===== src/hw/rtl/npr_ram.sv =====
// Generic single-port-write, registered-read RAM.
`timescale 1ns / 1ps

module npr_ram #(
  parameter int WIDTH = 8,
  parameter int DEPTH = 16,
  localparam int AW = (DEPTH > 1) ? $clog2(DEPTH) : 1
) (
  input  logic             clk,
  input  logic             we,
  input  logic [AW-1:0]    waddr,
  input  logic [WIDTH-1:0] wdata,
  input  logic [AW-1:0]    raddr,
  output logic [WIDTH-1:0] rdata
);

  logic [WIDTH-1:0] mem [DEPTH];
  logic [WIDTH-1:0] rdata_r;

  always_ff @(posedge clk) begin
    if (we) begin
      mem[waddr] <= wdata;
    end
    rdata_r <= mem[raddr];
  end

  assign rdata = rdata_r;

endmodule


===== config.mk =====
export PLATFORM = sky130hd
export DESIGN_NAME = npr_ram
export DESIGN_NICKNAME = d
export VERILOG_FILES = /design/src/hw/rtl/npr_ram.sv
export SDC_FILE = /design/constraint.sdc
export NUM_CORES = 1
export LEC_CHECK = 0
export BUFFER_PORTS_ARGS = -buffer_cell sky130_fd_sc_hd__buf_4
export CAP_MARGIN = 20
export CELL_PAD_IN_SITES_DETAIL_PLACEMENT = 2
export CELL_PAD_IN_SITES_GLOBAL_PLACEMENT = 2
export CORE_ASPECT_RATIO = 0.75
export CORE_MARGIN = 2
export CORE_UTILIZATION = 52
export CTS_CLUSTER_SIZE = 30
export DETAILED_ROUTE_END_ITERATION = 8
export PLACE_DENSITY_LB_ADDON = 0.1
export SLEW_MARGIN = 20
export SYNTH_ARGS = -nofsm -noshare
export SYNTH_HDL_FRONTEND = slang
export SYNTH_SLANG_ARGS = --single-unit

===== constraint.sdc =====
create_clock -name clk -period 4.55 [get_ports clk]
set_clock_uncertainty 0.05 [all_clocks]
set_input_delay 0.455 -clock clk [delete_from_list [all_inputs] [get_ports clk]]
set_output_delay 0.455 -clock clk [all_outputs]
set_load 0.05 [all_outputs]

==> metrics.txt, run 1 <==
Post-Syn Instances=229; boundary pin count=26; Stopped at=3_5_place_dp; library cells used by synthesis=19; Seq/Total Area, Yosys=0.778; Error=[ERROR DPL-0033] detailed placement checks failed during check placement.; #FFs+latches synth=136; port buffer count=25; total number of yosys warnings=0; DIE HEIGHT=90.2 um; FP Rows=31; syn_nets=247; Mapped Area=0.00515 mm^2; Starting Density=0.533; final RePlAce weighted congestion=0.700; synthesized area per cell=22.5 um^2; outcome=did not finish; Die Wd=119 um; HPWL after detailed placement=7.78 mm
==> stage by stage <==
stage / instance area, um^2 / std cells / hold slack (ps) / setup WS [ps]
after floorplan: 5150 / 229 / 504 / 2550
after global placement: 5430 / 377 / 607 / 2230
==> synth_stat cells, drive strengths merged <==
library cell,n,area share
edfxtp,128,0.75
nand3,1,0.00097
clkdlybuf4s25,3,0.0058
and2b,1,0.0015
and2,1,0.0012
or3b,1,0.0017
nor3,4,0.0039
mux4,32,0.15
nand3b,2,0.0029
nand2,9,0.0066
nor2b,1,0.0012
buf,7,0.011
nand2b,2,0.0024
a22oi,16,0.023
nor2,13,0.0095
dfxtp,8,0.031
==> cells by family after synthesis <==
| kind of cell | synth area share |
|---|---|
| buf+inv | 0.0168 |
| simple gates | 0.0318 |
| flops | 0.778 |
| compound gates | 0.0233 |
| mux | 0.150 |
==> run 2, diff against run 1 <==
Settings changed: CELL_PAD_IN_SITES_DETAIL_PLACEMENT 2 to default, CELL_PAD_IN_SITES_GLOBAL_PLACEMENT 2 to default, CORE_ASPECT_RATIO 0.75 to default, CORE_UTILIZATION 52 to 40, CTS_CLUSTER_SIZE 30 to default, PLACE_DENSITY_LB_ADDON 0.1 to 0.15.
==> run 2 against run 1 <==
The flow now finishes without violations. Synthesized cell count unchanged. Area after synthesis unchanged.
==> metrics.txt, run 2 <==
VDD IR-drop max=0.000274 V; port buffer count=25 (unchanged); area leader, netlist=edfxtp_1; library cells used by synthesis=19 (unchanged); synthesized area per cell=22.5 um^2 (unchanged); Worst setup startpoint=waddr[2]; endpoint type of the worst setup path=flip-flop; fin crit period=1780 ps; CTS Sinks=136; largest register by flop count=mem; Total Power=0.00268 W; Reg2Reg Depth=3; Worst EP required=4530 ps; CTS tree=yes; Post-CTS Hold Buffers=0; Die Wd=117 um (-1.2%); largest net degree at the start of global routing=33; HPWL after detailed placement=5.84 mm (-25%); worst r2r dst=rdata[4]; Async SR Flop Fraction=0 (unchanged); commonest cells after routing, fill and taps aside=edfxtp_1 (128), buf_4 (26), mux4_2 (18), clkbuf_16 (17), a22oi_1 (16); worst reg2reg startpoint=mem[9][4]; vias in the first global route=2,515; first-pass GRT wire length=15.0 mm; fmax=0.561 GHz; final core occ=0.474; RSZ-0062 raised after global routing=false; Remaining DRCs=0; Via Count=2,352; violation count after the first detailed-route iteration=121; Least-Margin Pin Slew=1050 ps; Mapped Area=0.00515 mm^2 (unchanged); cell count after placement=418; Inserted Diodes=0; clock power share=0.415; #FFs+latches synth=136 (unchanged); boundary pin count=26 (unchanged); DR WL/cell=22.0 um; share of cells above drive strength 1=0.247; met3 Usage GRT=0.0564; TritonCTS Buffers=17; H-tree levels=4; GR peak layer=met2; fillers=1,062; CTS max path bufs=2; clk slew on worst S/H paths=50 ps; root buf cell=clkbuf_16; fin nets=283; CP endpoint=mem[3][1]; Post-Syn Instances=229 (unchanged); ANT nets after route=0; GRT met1 Usage=0.204; Finished Layout Cells=447; internal power=0.00213 W; WL final=9.82 mm; max reg flops=128; worst reg2reg setup slack=3130 ps; gr ovfl total=0; post-CTS setup buffer count=0; Reg area=0.00400 mm^2; top_reg_cell synth=edfxtp_1; FP Rows=41 (+32%); Worst Setup Path Type=input pin to flip-flop; Post-synth EDFFs=128 (unchanged); top post-synthesis cells by count=edfxtp_1 (128), mux4_2 (18), a22oi_1 (16); LEAKAGE=1.96 nW; Seq/Total Area, Yosys=0.778 (unchanged); clk_lat worst skew=410 ps; Post-CTS Resized=0; Worst setup SP type=input pin; setup_tns=0 ps; sequential power share=0.525; DR pass1 iterations=4; DIE HEIGHT=117 um (+30%); Final Hold Viols=0; commonest non-fill, non-tap cell in the layout=edfxtp_1; final RePlAce weighted congestion=0.701 (+0.17%); Die Footprint=0.0138 mm^2; antenna violations before repair=0; P_sw=0.000553 W; Slew Limit Fails=0; power per cell area=450 mW/mm^2; total number of yosys warnings=0 (unchanged); Starting Density=0.410 (-0.123); core area=0.0126 mm^2; Area Growth Syn to Fin=15.8%; syn_nets=247 (unchanged); most common cell in the synthesized netlist=edfxtp_1; switching part of the total power=0.206; setup violators final=0; area fraction of the dominant cell type after synthesis=0.747 (unchanged); normalized max-slew margin=0.296; critical-path maximum fanout=8; M2 GR Usage=0.238; CP Data Arrival Time=1760 ps; gr usage total=0.156; area of the multi-input gates=0.00107 mm^2; Comb power frac=0.060; via-per-instance ratio=5.26; outcome=complete, no violations; Final period util=0.391; Max Cap Viol=0; ranking of synthesized cells by area=edfxtp_1 (75%), mux4_2 (7.9%), mux4_1 (7.1%); min-delay worst type=input pin to flip-flop
-- run 2: kinds of logic (layout without fill, tap and decap cells) --
| kind of cell | after synthesis | count (layout) | share of synthesized area |
|---|---|---|---|
| compound gates | 16 | 16 | 0.0233 |
| buf+inv | 10 | 56 | 0.0168 |
| flops | 136 | 136 | 0.778 |
| mux | 32 | 32 | 0.150 |
| simple gates | 35 | 35 | 0.0318 |
-- run 2: worst max-delay path: stages --
cell,delay (ps)
buf_4,120
or3b_2,510
nor2_1,680
-- run 2: final cells by class --
class	count	share of cell area
Sequential cell	136	0.672
Multi-Input combinational cell	83	0.179
Clock buffer	20	0.0733
Tap cell	172	0.0361
Timing Repair Buffer	27	0.0336
Clock inverter	9	0.00630
-- run 2: through the flow --
| stage | hold WS, ps | instance area [um^2] | setup WS (ps) |
|---|---|---|---|
| after floorplan | 504 | 5150 | 2550 |
| after global placement | 601 | 5480 | 2100 |
| after detailed placement | 607 | 5490 | 2310 |
| after CTS | 286 | 5960 | 2740 |
| after global routing | 295 | 5960 | 2700 |
| final | 295 | 5960 | 2770 |
-- run 2: worst min-delay path by stage --
stage	startpoint	endpoint	slack [ps]	cells past startpoint
floorplan	wdata[0]	mem[0][0]	500	0
global placement	mem[14][7]	rdata[7]	600	3
detailed placement	mem[15][7]	rdata[7]	610	3
CTS	wdata[3]	mem[8][3]	290	1
global route	wdata[3]	mem[9][3]	300	1
finish	wdata[6]	mem[14][6]	290	1
-- run 2: power by group through the flow --
stage	clock network (W)	registers, W	logic, W
floorplan	0	0.00146	0.0000711
global placement	0	0.00143	0.000163
detailed placement	0	0.00143	0.000164
CTS	0.00114	0.00141	0.000164
global route	0.00119	0.00141	0.000172
finish	0.00111	0.00141	0.000161
-- run 2: routing by layer --
layer | wire length [um] | share of wire | vias up
li1 | - | - | 1043
met2 | 4750 | 0.48 | 65
met3 | 569 | 0.058 | 15
met1 | 4320 | 0.44 | 1229
met4 | 185 | 0.019 | 0
met5 | 0 | 0 | -
No activity file was read; power rests on OpenSTA's default activity.
